File: src/rtl/nrv_pkg.sv
`timescale 1ns / 1ps
// Package for the record validator: record layout constants, status and
// register codes, and the control struct of the bit-serial CRC unit.
// No dependencies.
package nrv_pkg;

  // Record layout: magic, version, length, data area, CRC.
  localparam logic [31:0] REC_MAGIC = 32'h4D4E564D;
  localparam int MAGIC_BYTES = 4;
  localparam int VER_END     = 6;
  localparam int HDR_BYTES   = 8;
  localparam int CRC_BYTES   = 4;
  localparam int DATA_LIMIT  = 32;

  // Reflected CRC-32.
  localparam logic [31:0] CRC_POLY = 32'hEDB88320;
  localparam logic [31:0] CRC_INIT = 32'hFFFFFFFF;
  localparam int CRC_CNT_W = 4;
  localparam logic [CRC_CNT_W-1:0] CRC_BITS = 4'd8;

  // Result status codes.
  typedef enum logic [1:0] {
    STAT_OK          = 2'd0,
    STAT_INVALID     = 2'd1,
    STAT_NOT_FOUND   = 2'd2,
    STAT_STORAGE_ERR = 2'd3
  } status_t;

  // Storage read outcome codes.
  localparam logic [1:0] RS_OK        = 2'd0;
  localparam logic [1:0] RS_NOT_FOUND = 2'd1;

  // Configuration port.
  localparam int CFG_IDX_W = 1;
  localparam int CFG_DW    = 16;
  localparam logic [CFG_IDX_W-1:0] CFG_EXPECTED_VERSION = 1'b0;
  localparam logic [CFG_IDX_W-1:0] CFG_BLOCK_LENGTH     = 1'b1;

  typedef struct packed {
    logic       clear;
    logic       load;
    logic [7:0] din;
  } crc_ctl_t;

endpackage

File: src/rtl/nrv_if.sv
`timescale 1ns / 1ps
// Valid/ready channel interfaces of the record validator: record bytes in,
// result items out. No dependencies.
interface nrv_in_if;
  logic       valid;
  logic       ready;
  logic [7:0] rec_byte;
  logic       last;
  logic [1:0] read_status;

  modport source(output valid, rec_byte, last, read_status, input ready);
  modport sink(input valid, rec_byte, last, read_status, output ready);
endinterface

interface nrv_out_if;
  logic       valid;
  logic       ready;
  logic [1:0] status;
  logic       quality_valid;
  logic       dirty;
  logic [7:0] data_byte;
  logic [4:0] data_index;
  logic       last_out;

  modport source(output valid, status, quality_valid, dirty, data_byte, data_index,
                 last_out, input ready);
  modport sink(input valid, status, quality_valid, dirty, data_byte, data_index,
               last_out, output ready);
endinterface

File: src/rtl/nrv_ram.sv
`timescale 1ns / 1ps
// Generic single-write, single-read RAM with registered read data.
// No dependencies.
module nrv_ram #(
  parameter int W = 8,
  parameter int DEPTH = 32,
  localparam int AW = $clog2(DEPTH)
) (
  input  logic          clk,
  input  logic          we,
  input  logic [AW-1:0] waddr,
  input  logic [W-1:0]  wdata,
  input  logic          re,
  input  logic [AW-1:0] raddr,
  output logic [W-1:0]  rdata
);

  logic [W-1:0] mem [DEPTH];
  logic [W-1:0] rdata_r;

  always_ff @(posedge clk) begin
    if (we) begin
      mem[waddr] <= wdata;
    end
    if (re) begin
      rdata_r <= mem[raddr];
    end
  end

  assign rdata = rdata_r;

endmodule

File: src/rtl/nrv_crc_bits.sv
`timescale 1ns / 1ps
// Bit-serial reflected CRC-32 unit: folds a loaded byte in bit by bit.
// Depends on nrv_pkg.
module nrv_crc_bits (
  input  logic              clk,
  input  logic              rst_n,
  input  nrv_pkg::crc_ctl_t ctl,
  output logic              rdy,
  output logic [31:0]       crc
);
  import nrv_pkg::*;

  logic [31:0]          crc_r, crc_nxt;
  logic [7:0]           sh_r, sh_nxt;
  logic [CRC_CNT_W-1:0] cnt_r, cnt_nxt;
  logic                 fb;
  logic [31:0]          crc_step;

  // One LSB-first bit of the byte enters per cycle.
  assign fb       = crc_r[0] ^ sh_r[0];
  assign crc_step = {1'b0, crc_r[31:1]} ^ (fb ? CRC_POLY : 32'h0);

  always_comb begin
    crc_nxt = crc_r;
    sh_nxt  = sh_r;
    cnt_nxt = cnt_r;
    if (cnt_r != '0) begin
      crc_nxt = crc_step;
      sh_nxt  = {1'b0, sh_r[7:1]};
      cnt_nxt = cnt_r - 1'b1;
    end
    // A new byte may be loaded on the cycle that shifts in the final bit.
    if (ctl.load) begin
      sh_nxt  = ctl.din;
      cnt_nxt = CRC_BITS;
    end
    if (ctl.clear) begin
      crc_nxt = CRC_INIT;
      cnt_nxt = '0;
    end
  end

  always_ff @(posedge clk) begin
    if (!rst_n) begin
      crc_r <= CRC_INIT;
      cnt_r <= '0;
    end else begin
      crc_r <= crc_nxt;
      cnt_r <= cnt_nxt;
    end
    sh_r <= sh_nxt;
  end

  assign rdy = (cnt_r <= CRC_CNT_W'(1));
  assign crc = crc_r;

  a_load_only_when_ready: assert property (@(posedge clk) disable iff (!rst_n)
    ctl.load |-> cnt_r <= CRC_CNT_W'(1))
    else $error("CRC unit loaded while a byte is still being shifted");

endmodule

File: src/rtl/nvm_record_validator_unit.sv
`timescale 1ns / 1ps
// Top level of the stored-record validator: byte collection, header checks,
// check sequencer and data emission. Depends on nrv_pkg, nrv_if, nrv_ram
// and nrv_crc_bits.
//
//   Channel  Direction  Transfer carries
//   in_if    sink       rec_byte, last, read_status
//   out_if   source     status, quality_valid, dirty, data_byte, data_index,
//                       last_out
//   cfg_*    write      register index and value, no handshake
//
// Version, length and in-use data bytes are loaded into the bit-serial CRC
// unit, which shifts one bit per cycle; the next byte waits for its last bit.
// A check state follows the final byte; a valid record then emits one data
// byte per cycle (block_length bytes), a failure a single result.
// Synchronous active-low reset clears the run state; the data buffer is not
// cleared. An output stall holds the emission; new bytes are taken while a
// failure result still waits in the output register.
module nvm_record_validator_unit #(
  parameter int MAX_BYTES = 32
) (
  input  logic                            clk,
  input  logic                            rst_n,
  nrv_in_if.sink                          in_if,
  nrv_out_if.source                       out_if,
  input  logic                            cfg_we,
  input  logic [nrv_pkg::CFG_IDX_W-1:0]   cfg_index,
  input  logic [nrv_pkg::CFG_DW-1:0]      cfg_wdata
);
  import nrv_pkg::*;

  localparam int TOTAL = HDR_BYTES + MAX_BYTES + CRC_BYTES;
  localparam int CW    = $clog2(TOTAL + 1);
  localparam int AW    = $clog2(MAX_BYTES);

  typedef enum logic [3:0] {
    ST_COLLECT = 4'b0001,
    ST_CHECK   = 4'b0010,
    ST_EMIT    = 4'b0100,
    ST_FAIL    = 4'b1000
  } state_t;

  state_t      state_r, state_nxt;
  logic [15:0] exp_version_r;
  logic [5:0]  block_length_r;
  logic [CW-1:0] byte_count_r, byte_count_nxt;
  logic        ovf_r, ovf_nxt;
  logic        hdr_ok_r, hdr_ok_nxt;
  logic [31:0] stored_crc_r, stored_crc_nxt;
  logic [1:0]  rs_r, rs_nxt;
  status_t     fail_status_r, fail_status_nxt;
  logic [5:0]  emit_idx_r, emit_idx_nxt;
  logic        out_valid_r, out_valid_nxt;
  logic        out_ok_r, out_ok_nxt;
  status_t     out_status_r, out_status_nxt;
  logic [4:0]  out_idx_r, out_idx_nxt;
  logic        out_last_r, out_last_nxt;

  logic        in_ready, in_acc, out_free, len_ok, good, emit_last;
  logic [7:0]  data_off;
  logic [CW-1:0] crc_off;
  logic        ram_we, ram_re;
  logic [7:0]  ram_rdata;
  crc_ctl_t    crc_ctl;
  logic        crc_rdy;
  logic [31:0] crc_val;

  nrv_crc_bits u_crc (
    .clk   (clk),
    .rst_n (rst_n),
    .ctl   (crc_ctl),
    .rdy   (crc_rdy),
    .crc   (crc_val)
  );

  nrv_ram #(.W(8), .DEPTH(MAX_BYTES)) u_buf (
    .clk   (clk),
    .we    (ram_we),
    .waddr (AW'(data_off)),
    .wdata (in_if.rec_byte),
    .re    (ram_re),
    .raddr (AW'(emit_idx_r)),
    .rdata (ram_rdata)
  );

  assign in_ready  = (state_r == ST_COLLECT) && crc_rdy;
  assign in_acc    = in_if.valid && in_ready;
  assign out_free  = !out_valid_r || out_if.ready;
  assign data_off  = 8'(byte_count_r) - 8'(HDR_BYTES);
  assign crc_off   = byte_count_r - CW'(HDR_BYTES + MAX_BYTES);
  assign emit_last = ((emit_idx_r + 6'd1) == block_length_r);
  assign len_ok    = (block_length_r != 6'd0) && (int'(block_length_r) <= MAX_BYTES) &&
                     (int'(block_length_r) <= DATA_LIMIT);
  assign good      = len_ok && !ovf_r && (byte_count_r == CW'(TOTAL)) && hdr_ok_r &&
                     (stored_crc_r == ~crc_val);

  always_comb begin
    state_nxt       = state_r;
    byte_count_nxt  = byte_count_r;
    ovf_nxt         = ovf_r;
    hdr_ok_nxt      = hdr_ok_r;
    stored_crc_nxt  = stored_crc_r;
    rs_nxt          = rs_r;
    fail_status_nxt = fail_status_r;
    emit_idx_nxt    = emit_idx_r;
    out_valid_nxt   = out_valid_r;
    out_ok_nxt      = out_ok_r;
    out_status_nxt  = out_status_r;
    out_idx_nxt     = out_idx_r;
    out_last_nxt    = out_last_r;
    ram_we          = 1'b0;
    ram_re          = 1'b0;
    crc_ctl         = '{clear: 1'b0, load: 1'b0, din: in_if.rec_byte};

    if (out_valid_r && out_if.ready) begin
      out_valid_nxt = 1'b0;
    end

    case (state_r)
      ST_COLLECT: begin
        if (in_acc) begin
          // A failed read on the final item drops its byte.
          if (!in_if.last || in_if.read_status == RS_OK) begin
            if (int'(byte_count_r) >= TOTAL) begin
              ovf_nxt = 1'b1;
            end else begin
              byte_count_nxt = byte_count_r + 1'b1;
              if (int'(byte_count_r) < MAGIC_BYTES) begin
                if (in_if.rec_byte != REC_MAGIC[{byte_count_r[1:0], 3'b000} +: 8]) begin
                  hdr_ok_nxt = 1'b0;
                end
              end else if (int'(byte_count_r) < VER_END) begin
                if (in_if.rec_byte != (byte_count_r[0] ? exp_version_r[15:8]
                                                       : exp_version_r[7:0])) begin
                  hdr_ok_nxt = 1'b0;
                end
                crc_ctl.load = 1'b1;
              end else if (int'(byte_count_r) < HDR_BYTES) begin
                if (in_if.rec_byte != (byte_count_r[0] ? 8'h00
                                                       : {2'b00, block_length_r})) begin
                  hdr_ok_nxt = 1'b0;
                end
                crc_ctl.load = 1'b1;
              end else if (int'(byte_count_r) < HDR_BYTES + MAX_BYTES) begin
                ram_we = 1'b1;
                if (data_off < {2'b00, block_length_r}) begin
                  crc_ctl.load = 1'b1;
                end
              end else begin
                stored_crc_nxt[{crc_off[1:0], 3'b000} +: 8] = in_if.rec_byte;
              end
            end
          end
          if (in_if.last) begin
            rs_nxt    = in_if.read_status;
            state_nxt = ST_CHECK;
          end
        end
      end
      ST_CHECK: begin
        if (rs_r != RS_OK) begin
          fail_status_nxt = (rs_r == RS_NOT_FOUND) ? STAT_NOT_FOUND : STAT_STORAGE_ERR;
          state_nxt       = ST_FAIL;
        end else if (good) begin
          emit_idx_nxt = '0;
          state_nxt    = ST_EMIT;
        end else begin
          fail_status_nxt = STAT_INVALID;
          state_nxt       = ST_FAIL;
        end
        byte_count_nxt = '0;
        ovf_nxt        = 1'b0;
        hdr_ok_nxt     = 1'b1;
        stored_crc_nxt = '0;
        crc_ctl.clear  = 1'b1;
      end
      ST_FAIL: begin
        if (out_free) begin
          out_valid_nxt  = 1'b1;
          out_ok_nxt     = 1'b0;
          out_status_nxt = fail_status_r;
          out_idx_nxt    = '0;
          out_last_nxt   = 1'b1;
          state_nxt      = ST_COLLECT;
        end
      end
      ST_EMIT: begin
        // The buffer's read register serves as the data part of the output.
        if (out_free) begin
          ram_re         = 1'b1;
          out_valid_nxt  = 1'b1;
          out_ok_nxt     = 1'b1;
          out_status_nxt = STAT_OK;
          out_idx_nxt    = emit_idx_r[4:0];
          out_last_nxt   = emit_last;
          emit_idx_nxt   = emit_idx_r + 6'd1;
          if (emit_last) begin
            emit_idx_nxt = '0;
            state_nxt    = ST_COLLECT;
          end
        end
      end
      default: begin
        state_nxt = ST_COLLECT;
      end
    endcase
  end

  always_ff @(posedge clk) begin
    if (!rst_n) begin
      state_r        <= ST_COLLECT;
      exp_version_r  <= 16'd0;
      block_length_r <= 6'd1;
      byte_count_r   <= '0;
      ovf_r          <= 1'b0;
      hdr_ok_r       <= 1'b1;
      stored_crc_r   <= '0;
      emit_idx_r     <= '0;
      out_valid_r    <= 1'b0;
    end else begin
      state_r      <= state_nxt;
      byte_count_r <= byte_count_nxt;
      ovf_r        <= ovf_nxt;
      hdr_ok_r     <= hdr_ok_nxt;
      stored_crc_r <= stored_crc_nxt;
      emit_idx_r   <= emit_idx_nxt;
      out_valid_r  <= out_valid_nxt;
      if (cfg_we) begin
        case (cfg_index)
          CFG_EXPECTED_VERSION: exp_version_r  <= cfg_wdata;
          CFG_BLOCK_LENGTH:     block_length_r <= cfg_wdata[5:0];
          default: ;
        endcase
      end
    end
    rs_r          <= rs_nxt;
    fail_status_r <= fail_status_nxt;
    out_ok_r      <= out_ok_nxt;
    out_status_r  <= out_status_nxt;
    out_idx_r     <= out_idx_nxt;
    out_last_r    <= out_last_nxt;
  end

  assign in_if.ready          = in_ready;
  assign out_if.valid         = out_valid_r;
  assign out_if.status        = out_status_r;
  assign out_if.quality_valid = out_ok_r;
  assign out_if.dirty         = !out_ok_r;
  assign out_if.data_byte     = out_ok_r ? ram_rdata : 8'h00;
  assign out_if.data_index    = out_idx_r;
  assign out_if.last_out      = out_last_r;

  a_last_goes_to_check: assert property (@(posedge clk) disable iff (!rst_n)
    in_if.valid && in_if.ready && in_if.last |=> state_r == ST_CHECK)
    else $error("Final byte transfer did not start the record check");

  a_emit_index_in_range: assert property (@(posedge clk) disable iff (!rst_n)
    state_r == ST_EMIT |-> emit_idx_r < block_length_r)
    else $error("Emission index ran past the block length");

  a_count_bounded: assert property (@(posedge clk) disable iff (!rst_n)
    int'(byte_count_r) <= TOTAL)
    else $error("Byte count exceeded the record size");

  a_fail_is_last: assert property (@(posedge clk) disable iff (!rst_n)
    out_valid_r && !out_ok_r |-> out_last_r && out_status_r != STAT_OK)
    else $error("Failure result without end marker or with status ok");

endmodule
File: src/flat_wrapper.sv
// flat-port wrapper written by rule: the top's interface ports become plain ports
module nvm_record_validator_unit_flat import nrv_pkg::*;
#(
  parameter int MAX_BYTES = 32
)
  (clk, rst_n, cfg_we, cfg_index, cfg_wdata, in_if_valid, in_if_rec_byte, in_if_last, in_if_read_status, in_if_ready, out_if_valid, out_if_status, out_if_quality_valid, out_if_dirty, out_if_data_byte, out_if_data_index, out_if_last_out, out_if_ready);
  nrv_in_if in_if_i ();
  nrv_out_if out_if_i ();
  input  logic clk;
  input  logic rst_n;
  input  logic cfg_we;
  input  logic [nrv_pkg::CFG_IDX_W-1:0] cfg_index;
  input  logic [nrv_pkg::CFG_DW-1:0] cfg_wdata;
  input wire logic [$bits(in_if_i.valid)-1:0] in_if_valid;
  input wire logic [$bits(in_if_i.rec_byte)-1:0] in_if_rec_byte;
  input wire logic [$bits(in_if_i.last)-1:0] in_if_last;
  input wire logic [$bits(in_if_i.read_status)-1:0] in_if_read_status;
  output wire logic [$bits(in_if_i.ready)-1:0] in_if_ready;
  output wire logic [$bits(out_if_i.valid)-1:0] out_if_valid;
  output wire logic [$bits(out_if_i.status)-1:0] out_if_status;
  output wire logic [$bits(out_if_i.quality_valid)-1:0] out_if_quality_valid;
  output wire logic [$bits(out_if_i.dirty)-1:0] out_if_dirty;
  output wire logic [$bits(out_if_i.data_byte)-1:0] out_if_data_byte;
  output wire logic [$bits(out_if_i.data_index)-1:0] out_if_data_index;
  output wire logic [$bits(out_if_i.last_out)-1:0] out_if_last_out;
  input wire logic [$bits(out_if_i.ready)-1:0] out_if_ready;
  assign in_if_i.valid = in_if_valid;
  assign in_if_i.rec_byte = in_if_rec_byte;
  assign in_if_i.last = in_if_last;
  assign in_if_i.read_status = in_if_read_status;
  assign in_if_ready = in_if_i.ready;
  assign out_if_valid = out_if_i.valid;
  assign out_if_status = out_if_i.status;
  assign out_if_quality_valid = out_if_i.quality_valid;
  assign out_if_dirty = out_if_i.dirty;
  assign out_if_data_byte = out_if_i.data_byte;
  assign out_if_data_index = out_if_i.data_index;
  assign out_if_last_out = out_if_i.last_out;
  assign out_if_i.ready = out_if_ready;
  nvm_record_validator_unit #(.MAX_BYTES(MAX_BYTES)) u_core (.clk(clk), .rst_n(rst_n), .in_if(in_if_i), .out_if(out_if_i), .cfg_we(cfg_we), .cfg_index(cfg_index), .cfg_wdata(cfg_wdata));
endmodule
File: config.mk
export PLATFORM = sky130hd
export DESIGN_NAME = nvm_record_validator_unit_flat
export DESIGN_NICKNAME = d
export VERILOG_FILES = /design/src/rtl/nrv_pkg.sv /design/src/rtl/nrv_if.sv /design/src/rtl/nrv_ram.sv /design/src/rtl/nrv_crc_bits.sv /design/src/rtl/nvm_record_validator_unit.sv /design/src/flat_wrapper.sv
export SDC_FILE = /design/constraint.sdc
export NUM_CORES = 1
export LEC_CHECK = 0
export BUFFER_PORTS_ARGS = -buffer_cell sky130_fd_sc_hd__buf_2
export CAP_MARGIN = 40
export CORE_MARGIN = 1.5
export CORE_UTILIZATION = 40
export CTS_CLUSTER_SIZE = 14
export DETAILED_ROUTE_END_ITERATION = 12
export PLACE_DENSITY = 0.62
export SKIP_LAST_GASP = 1
export SYNTH_ARGS = -nofsm -noshare
export SYNTH_HDL_FRONTEND = slang
export SYNTH_SLANG_ARGS = --single-unit
File: constraint.sdc
create_clock -name clk -period 3.5 [get_ports clk]
set_input_delay 0.7 -clock clk [delete_from_list [all_inputs] [get_ports clk]]
set_output_delay 0.7 -clock clk [all_outputs]
set_load 0.1 [all_outputs]
-- Yosys cells after proc, flatten, opt, wreduce, memory -nomap -nowiden
Memories as Yosys holds them, arrays and structs flattened. A register that Yosys moved wholly into a read port is not among the register bits.
Index checks and enable logic that the tools add are counted.
- reduce and logical (&&, ||, !) cells: 37
- muxes and demuxes: 87
- add/sub/neg operators: 6
- bitwise gates (word level): 5
- shifts and indexed selects: 3
- equality and inequality tests: 30
- order comparisons: 8
- operators with widths (cell ; number):
    2-to-1 mux 32 bit ; 8
    one-hot mux 32 bit (2 select lines) ; 1
    2-to-1 mux 6 bit ; 8
    2-to-1 mux 1 bit ; 41
    2-to-1 mux 4 bit ; 9
    bitwise mux 32 bit ; 1
    equality test 32 bit ; 1
    2-to-1 mux 8 bit ; 4
    NOT 32 bit ; 1
    variable shift 8 x 7 -> 32 bit (first input constant) ; 1
    variable part select 32 x 6 -> 8 bit (first input constant) ; 1
    variable part select 8 x 7 -> 32 bit ; 1
    bitwise XOR 31 x 32 -> 32 bit ; 1
    != test 8 bit ; 3
    one-hot mux 6 bit (2 select lines) ; 2
    != test 2 bit (second input constant) ; 10
    one-hot mux 4 bit (4 select lines) ; 1
    AND reduction 8 bit ; 2
    adder 6 x 1 -> 6 bit (second input constant) ; 2
    less-than comparator 6 x 3 -> 1 bit (second input constant) ; 2
    != test 4 bit (second input constant) ; 3
    AND reduction 4 bit ; 3
    2-to-1 mux 5 bit ; 2
    != test 2 x 1 -> 1 bit (second input constant) ; 5
    36 further kinds ; 63
- memories: 1
- output and inout port bits: 20
- register bits: 130
- memory bits (writable): 256
- logic and storage cells: 196
- input port bits: 33
- memory list (memory ; words ; width ; rd ports ; clocked after Yosys merged registers in ; wr ports ; RTL line ; text):
    u_core.u_buf.mem ; 32 ; 8 ; 1 ; 1 ; 1 ; nrv_ram.sv:18 ; logic [W-1:0] mem [DEPTH];

-- Longest topological paths before layout
Gate-level depths: netlist of run 1.
- depth in word-level cells: 12
- depth in mapped cells: 12
- gate-level depth less buffers: 11

-- Hierarchy
From an unflattened synthesis of run 1, not the netlist that was laid out.
- cell total of the unflattened synthesis: 1182
- area, all modules: 16734.8 µm²
- by module, submodules not included (module ; area an instance (µm²) ; instances ; cells an instance ; sequential area each (µm²)):
    nrv_ram ; 10133.5 ; 1 ; 417 ; 7927.6
    nvm_record_validator_unit ; 4689.5 ; 1 ; 563 ; 1851.8
    nrv_crc_bits ; 1911.8 ; 1 ; 202 ; 960.9

-- Worst setup path after synthesis of run 1
Ideal clock, no wire load.
- path kind: flip-flop to flip-flop
- from: register u_core.state_r[3]
- to: memory u_core.u_buf.mem[10][0] (enable)
- slack: 653 ps
- clock period less this slack: 2847 ps
- path buffers: 0
- library setup time: 370 ps
- data arrival time: 2477 ps
- required time: 3130 ps
- stages on the path, launching flop included: 7
- cell sequence: dfxtp_1 > nor4b_4 > o211a_2 > nand2_1 > nor4b_2 > nand2_1 > nor2_1
- word-level cells in the longest chain between the ends: 7
- RTL lines (element ; RTL line ; text):
    start, declared ; nvm_record_validator_unit.sv:43 ; state_t state_r, state_nxt;
    start signal, assigned ; nvm_record_validator_unit.sv:221 ; state_r <= state_nxt;
    equality test 4 x 1 -> 1 bit ; nvm_record_validator_unit.sv:86 ; assign in_ready = (state_r == ST_COLLECT) && crc_rdy;
    logical AND 1 bit ; nvm_record_validator_unit.sv:86 ;
    named net in_if_ready ; flat_wrapper.sv:18 ; output wire logic [$bits(in_if_i.ready)-1:0] in_if_ready;
    logical AND 1 bit ; nvm_record_validator_unit.sv:87 ; assign in_acc = in_if.valid && in_ready;
    2-to-1 mux 1 bit ; nvm_record_validator_unit.sv:121 ; if (in_acc) begin
    2-to-1 mux 1 bit ; nvm_record_validator_unit.sv:119 ; case (state_r)
    2-to-1 mux 1 bit ; nrv_ram.sv:22 ; if (we) begin
    2-to-1 mux 1 bit (implied by the code) ; nrv_ram.sv:23 ; mem[waddr] <= wdata;
    end, declared ; nrv_ram.sv:18 ;
The timed path passes the listed nets, and every way through them passes these cells.

-- Final worst setup path of run 1
- from: register u_core.byte_count_r[3]
- to: register u_core.u_crc.sh_r[6] (enable)
- word-level cells in the longest chain between the ends: 12
- elaborated cells between the ends (all ways): 17
- those cells by class: 1 x add/sub; 6 x order compare; 9 x mux; 1 x reduce/logical
- RTL lines (element ; RTL line ; text):
    start, declared ; nvm_record_validator_unit.sv:46 ; logic [CW-1:0] byte_count_r, byte_count_nxt;
    start signal, assigned ; nvm_record_validator_unit.sv:222 ; byte_count_r <= byte_count_nxt;
    subtractor 6 x 4 -> 7 bit ; nvm_record_validator_unit.sv:89 ; assign data_off = 8'(byte_count_r) - 8'(HDR_BYTES);
    less-than comparator 8 x 6 -> 1 bit ; nvm_record_validator_unit.sv:146 ; if (data_off < {2'b00, block_length_r}) begin
    2-to-1 mux 1 bit ; nvm_record_validator_unit.sv:146 ;
    2-to-1 mux 1 bit ; nvm_record_validator_unit.sv:144 ; end else if (int'(byte_count_r) < HDR_BYTES + MAX_BYTES) begin
    2-to-1 mux 1 bit ; nvm_record_validator_unit.sv:138 ; end else if (int'(byte_count_r) < HDR_BYTES) begin
    2-to-1 mux 1 bit ; nvm_record_validator_unit.sv:132 ; end else if (int'(byte_count_r) < VER_END) begin
    2-to-1 mux 1 bit ; nvm_record_validator_unit.sv:128 ; if (int'(byte_count_r) < MAGIC_BYTES) begin
    2-to-1 mux 1 bit * ; nvm_record_validator_unit.sv:124 ; if (int'(byte_count_r) >= TOTAL) begin
    2-to-1 mux 1 bit * ; nvm_record_validator_unit.sv:123 ; if (!in_if.last || in_if.read_status == RS_OK) begin
    2-to-1 mux 1 bit * ; nvm_record_validator_unit.sv:121 ;
    2-to-1 mux 1 bit * ; nvm_record_validator_unit.sv:119 ;
    nonzero test 2 bit (no line) * ; - ;
    end signal, assigned ; nrv_crc_bits.sv:51 ; sh_r <= sh_nxt;
    end, declared ; nrv_crc_bits.sv:14 ; logic [7:0] sh_r, sh_nxt;
Every way passes the cells marked *; elsewhere a longest branch is shown, timed or not.
A chain may end at the register's enable or synchronous reset.

==> results of run 1 <==
## power groups by stage
stage / logic, uW / registers [uW] / clock network, uW
3_5_place_dp: 2010 / 5600 / 0
4_1_cts: 2020 / 5500 / 4260
3_3_place_gp: 1950 / 5590 / 0
6_report: 2010 / 5500 / 4150
2_1_floorplan: 1440 / 5580 / 0
5_1_grt: 2220 / 5520 / 4410
## cell usage after synthesis, drive strengths merged, types with 5 or more instances
library cell	number	area [um^2]
a21o	5	37.54
a21oi	53	265.3
and2	20	125.1
and3	9	56.30
buf	21	118.9
clkbuf	41	153.9
dfxtp	109	2182
edfxtp	285	8558
ha	18	225.2
inv	22	82.58
mux2	15	168.9
mux2i	18	180.2
mux4	80	1802
nand2	168	630.6
nand2b	10	62.56
nand3	42	210.2
nand4	13	87.58
nor2	53	198.9
nor3	5	25.02
nor4b	7	103.9
o211ai	16	130.1
o21ai	13	65.06
o22ai	5	31.28
or2	11	71.32
or3b	8	70.07
xnor2	32	280.3
xor2	39	341.6
## layout make-up
| cell class | instances | area, um^2 | area share, % |
|---|---|---|---|
| Tap cell | 532 | 665.6 | 3.473 |
| Clock buffer | 53 | 1134 | 5.915 |
| Clock inverter | 20 | 132.6 | 0.6921 |
| Timing Repair Buffer | 118 | 800.8 | 4.179 |
| Inverter | 24 | 90.09 | 0.4701 |
| Antenna cell | 1 | 2.502 | 0.01306 |
| Sequential cell | 394 | 10750 | 56.07 |
| Multi-Input combinational cell | 686 | 5593 | 29.19 |
## flip-flops by register name, indices dropped and copies added (netlist names)
register	flops
u_core.u_buf.mem	256
u_core.byte_count_r	6
u_core.emit_idx_r	6
u_core.u_crc.cnt_r	4
u_core.rs_r	2
u_core.out_if.data_index	5
u_core.out_if.last_out	1
u_core.fail_status_r	2
u_core.u_crc.sh_r	8
u_core.stored_crc_r	32
u_core.out_if.status	2
u_core.out_if.quality_valid	1
u_core.state_r	4
u_core.out_if.valid	1
u_core.u_crc.crc	32
u_core.hdr_ok_r	1
u_core.exp_version_r	16
u_core.ovf_r	1
u_core.u_buf.rdata	8
u_core.block_length_r	6
## cells by family after synthesis
| family | count (synthesis) |
|---|---|
| AO/OA/AOI/OAI | 113 |
| XOR/XNOR | 72 |
| adder cells (fa/ha/maj) | 18 |
| buffers and inverters | 86 |
| flip-flops | 394 |
| multiplexers | 113 |
| AND/OR/NAND/NOR | 370 |
## through the flow
stage,total power (uW),setup WS (ns)
final,11660,0.4459
after global routing,12160,0.2135
after CTS,11770,0.4640
after detailed placement,7601,0.4532
after global placement,7539,0.5568
after floorplan,7013,0.6528
## critical path, cell delays in order, from the launching register on
cell     delay, ns
dfxtp_1       0.41
inv_1         0.17
ha_1          0.24
ha_1          0.28
inv_1         0.04
ha_1          0.29
a21oi_1       0.17
a21oi_1       0.09
o21ai_0       0.23
nand4_1       0.11
a21o_1        0.32
nand2_1       0.34
## metal layers
| metal | wire, um | up-vias | GRT usage, % |
|---|---|---|---|
| li1 | - | 4554 | - |
| met1 | 17500 | 4982 | 25.13 |
| met2 | 18630 | 271 | 30.03 |
| met3 | 2140 | 75 | 3.298 |
| met4 | 1068 | 2 | 5.603 |
| met5 | 8 | - | 0 |
## final timing paths
| kind | from | to | slack, ns | cells after the start |
|---|---|---|---|---|
| hold / removal | in_if_read_status[1] | u_core.rs_r[1] | 0.35 | 1 |
| setup reg to reg | u_core.byte_count_r[3] | u_core.u_crc.sh_r[6] | 0.45 | 11 |
| hold reg to reg | u_core.exp_version_r[4] | u_core.exp_version_r[4] | 0.45 | 2 |
| setup / recovery | u_core.byte_count_r[3] | u_core.u_crc.sh_r[6] | 0.45 | 11 |
==> metrics.txt, run 1 <==
status=finished, final reports clean; Chip Width=about 210 um; DP Area=between 15000 and 20000 um^2; synthesis-to-layout area growth=14.80%; type of origin of the critical path=register; synthesized area per cell=about 14 um^2; vias per std cell=5.407; PostCTS Resize Cnt=0; vias in the first global route=between 9000 and 10000; Total GRT Usage=roughly 18%; Die Ht=207.3 um; mux cell area share after synthesis=between 10 and 15%; Avg WL per Cell=21.52 um; vias=approximately 10000; Clk pin slew, worst setup/hold paths=approximately 0.060 ns; layout cells sized above 1=22.32%; clock latency on the worst-skew pair=approximately 0.56 ns; fin cells=~1800; EDFF count, synth=roughly 290; commonest non-fill, non-tap cell in the layout=edfxtp_1; Top-Level Pins=53; number of nets in the layout=roughly 1300; Initial Util=between 40% and 50%; yosys warns=0; routed wire length=~39000 um; Sw Pwr=3256 uW; CTS Hold Buffers Added=0; Max Fanout on Critical Path=12; Syn Nets=between 1000 and 1500; Compound-Gate Fraction of Synth Area=4.370%; TritonCTS Buffers=41; placed cells=roughly 1800; CTS max path bufs=3; count of buffers from port buffering=between 50 and 60; CP arrival=between 3 and 4 ns; Min Clock Period, post-route=just over 3 ns; Hold Path Class=input pin to register; CP endpoint kind=register; drt pass-1 iters=7; largest family of logic cells by synthesized area=multiplexers; final setup TNS=0 ns; number of max-cap violations=0; XOR/XNOR Fraction of Synth Area=slightly below 4%; worst slew pin tran=just under 0.8 ns; maximum vdd drop=about 0.43 mV; first-pass GRT wire length=around 60000 um; number of max-slew violations in the final report=0; Yosys cell types=68; f_max=roughly 0.33 GHz; initial drt markers=~660; leak pwr=0.006410 uW; Final Hold Vio Count=0; Pwr Density=around 600 nW/um^2; RSZ-0062 raised after global routing=no; Core Footprint=~41000 um^2; synthesized area=16690 um^2; sequential-to-total area share from yosys stat=64.34%; design area=roughly 19000 um^2; Worst Skew=approximately 0.025 ns; simple-gate share of the synthesized area=between 10% and 20%; Clock power frac=between 30% and 40%; post-synthesis instance total=1166; Synth Area in Adders=1.349%; Slew HR=approximately 50%; grt total ovfl=0; Logic pwr share=17.2%; asr flop ratio synth=0%; Setup-failing EPs final=0; initial antenna violation count=1; internal power=8401 uW; DRT antenna net count=0; CTS Root Cell=clkbuf_16; Post-synth top flop=edfxtp_1; most frequent cells in the layout=edfxtp_1, nand2_1, dfxtp_1; routability cong.=around 0.86; postcts setup bufs=0; CTS sink cnt=394; fin util=between 40 and 50%; die area=42970 um^2; Switching Share=around 28%; CTS tree=built; CP Class=register to register; Worst Path Required=3.71 ns; FILL cells=around 3600; sequential share of power=between 40% and 50%; post-DP HPWL=25760 um; H-tree levels=2; FP Rows=between 70 and 80; final routed DRC violation total=0; post-route clock period utilization=87.26%; #FFs+latches synth=between 300 and 400; hold slack=0.3500 ns; largest net degree at the start of global routing=70
Power figures use the tool's default switching activity.
==> run 2, diff against run 1 <==
- CORE_UTILIZATION: 40 -> 25
- PLACE_DENSITY: 0.62 -> 0.46
==> run 2 against run 1 <==
  * The flow now finishes with violations (DRC)
  * Register-to-register slack worse by 0.05 ns
  * Sequential cell count unchanged
  * Largest cell class unchanged
  * Global-route usage down 5.0 points
  * Design area up 3.3%
  * Maximum frequency down 1.7%
  * Combinational power about the same
==> metrics.txt, run 2 (same netlist as run 1, synthesis figures left out) <==
status=finished with violations; failing checks=DRC; PostCTS Resize Cnt=0; routed wire length=between 40000 and 50000 um; largest net degree at the start of global routing=between 60 and 70; layout cells sized above 1=between 20% and 30%; number of max-slew violations in the final report=0; CTS tree=built; Core Footprint=between 60000 and 70000 um^2; Largest Register=u_core.u_buf.mem; type of origin of the critical path=register; origin of the critical flop-to-flop path=u_core.byte_count_r[4]; Sw Pwr=between 3000 and 4000 uW; CTS sink cnt=approximately 390; Setup-failing EPs final=0; initial antenna violation count=4; commonest non-fill, non-tap cell in the layout=edfxtp_1; fin cells=about 2200; die area=68330 um^2; Die Ht=between 200 and 300 um; CP Class=register to register; RSZ-0062 raised after global routing=no; synthesis-to-layout area growth=18.55%; post-DP HPWL=about 30000 um; Pwr Density=613.8 nW/um^2; max incr delay on CP=around 0.45 ns; Final Hold Vio Count=0; Max Fanout on Critical Path=12; Hold Path Class=input pin to register; final setup TNS=0 ns; final routed DRC violation total=4; Chip Width=~260 um; Slew HR=between 40% and 50%; CTS Root Cell=clkbuf_16; Worst Hold End=u_core.rs_r[0]; vias per std cell=4.558; hold path startpoint=in_if_read_status[0]; post-route clock period utilization=88.75%; CP arrival=between 3 and 4 ns; ant diodes=0; maximum vdd drop=roughly 0.31 mV; Total GRT Usage=between 10% and 20%; FILL cells=6543; top cell family by delay on the critical path=compound AO/OA/AOI/OAI gates; Clock power frac=a little under two fifths; initial drt markers=766; fin util=29.99%; CP most frequent cell=ha_1; Reg2Reg Setup Slack=~0.39 ns; H-tree levels=2; Avg WL per Cell=between 20 and 25 um; routability cong.=roughly 0.77; number of nets in the layout=about 1300; Switching Share=between 20% and 30%; worst slew pin tran=0.8370 ns; first-pass GRT wire length=a little under 70000 um; Worst Path Required=between 3 and 4 ns; Worst Skew=between 0.02 and 0.03 ns; sequential share of power=a little under half; postcts setup bufs=0; CP Cell Sequence=inv_1 -> ha_1 -> ha_1 -> inv_1 -> ha_1 -> a21oi_1 -> a21oi_1 -> o21ai_0 -> nand4_1 -> a21o_1 -> nand2_1; reg2reg path depth=11; clock latency on the worst-skew pair=between 0.5 and 0.6 ns; placed cells=around 2100; max reg flops=256; Logic pwr share=between 10% and 20%; TritonCTS Buffers=45; drt pass-1 iters=10; CTS max path bufs=3; Min Clock Period, post-route=3.106 ns; number of max-cap violations=0; Initial Util=25.30%; DRT antenna net count=0; most frequent cells in the layout=edfxtp_1, nand2_1, dfxtp_1; worst path bufs/invs=2; vias in the first global route=between 10000 and 15000; Clk pin slew, worst setup/hold paths=around 0.060 ns; FP Rows=94; Top-Level Pins=53; CP endpoint kind=register; vias=between 9000 and 10000; leak pwr=between 0.006 and 0.007 uW; Reg-to-Reg End=u_core.u_crc.sh_r[7]; count of buffers from port buffering=52; internal power=just under 9000 uW; Hold Path Depth=1; CTS Hold Buffers Added=0; Slowest cell on crit path=dfxtp_1; f_max=between 0.3 and 0.4 GHz; grt total ovfl=0
## run 2: layout make-up
class	count	area, um^2	share of cell area [%]
flip-flops and latches	394	10750	54.30
multi-input cells	686	5593	28.26
clock buffers	58	1226	6.196
well taps	864	1081	5.463
repair buffers	119	825.8	4.173
clock inverters	26	229.0	1.157
inverters	24	90.09	0.4552
## run 2: worst max-delay path by stage
stage / from / to / slack [ns] / cells past startpoint
6_report: u_core.byte_count_r[4] / u_core.u_crc.sh_r[7] / 0.39 / 11
2_1_floorplan: u_core.state_r[3] / u_core.u_buf.mem[10][0] / 0.65 / 6
3_3_place_gp: u_core.byte_count_r[3] / u_core.u_crc.sh_r[7] / 0.54 / 11
4_1_cts: u_core.byte_count_r[4] / u_core.u_crc.sh_r[7] / 0.41 / 11
3_5_place_dp: u_core.byte_count_r[4] / u_core.u_crc.sh_r[6] / 0.41 / 11
5_1_grt: u_core.byte_count_r[3] / u_core.u_crc.sh_r[1] / 0.24 / 11
## run 2: worst register-to-register path, stage by stage (launching register included)
cell and delay, ns:
dfxtp_1 0.45, inv_1 0.17, ha_1 0.22, ha_1 0.28, inv_1 0.05, ha_1 0.30, a21oi_1 0.18, a21oi_1 0.09
o21ai_0 0.25, nand4_1 0.13, a21o_1 0.33, nand2_1 0.33
## run 2: power groups by stage
stage	sequential (uW)	combinational [uW]	clock, uW
5_1_grt	5540	2230	4940
6_report	5510	2020	4620
3_5_place_dp	5610	2030	0
4_1_cts	5510	2040	4760
2_1_floorplan	5580	1440	0
3_3_place_gp	5600	2010	0
## run 2: layer usage
layer  vias to the layer above  share of wire [%]  global-route usage, %
li1                       4558                  -                      -
met1                      5002                 47                  18.66
met2                       261                 45                  20.81
met3                        72                5.4                  2.826
met4                         2                2.5                  4.119
met5                         -              0.029                      0
## run 2: per-stage QoR
step | setup slack (ns) | cell area [um^2] | hold WS (ns) | total power, uW
3_3_place_gp | 0.5368 | 18330 | 0.4425 | 7619
5_1_grt | 0.2413 | 19790 | 0.2936 | 12710
2_1_floorplan | 0.6528 | 16690 | 0.4357 | 7013
4_1_cts | 0.4138 | 19790 | 0.2861 | 12310
3_5_place_dp | 0.4141 | 18340 | 0.4456 | 7642
6_report | 0.3939 | 19790 | 0.3210 | 12150
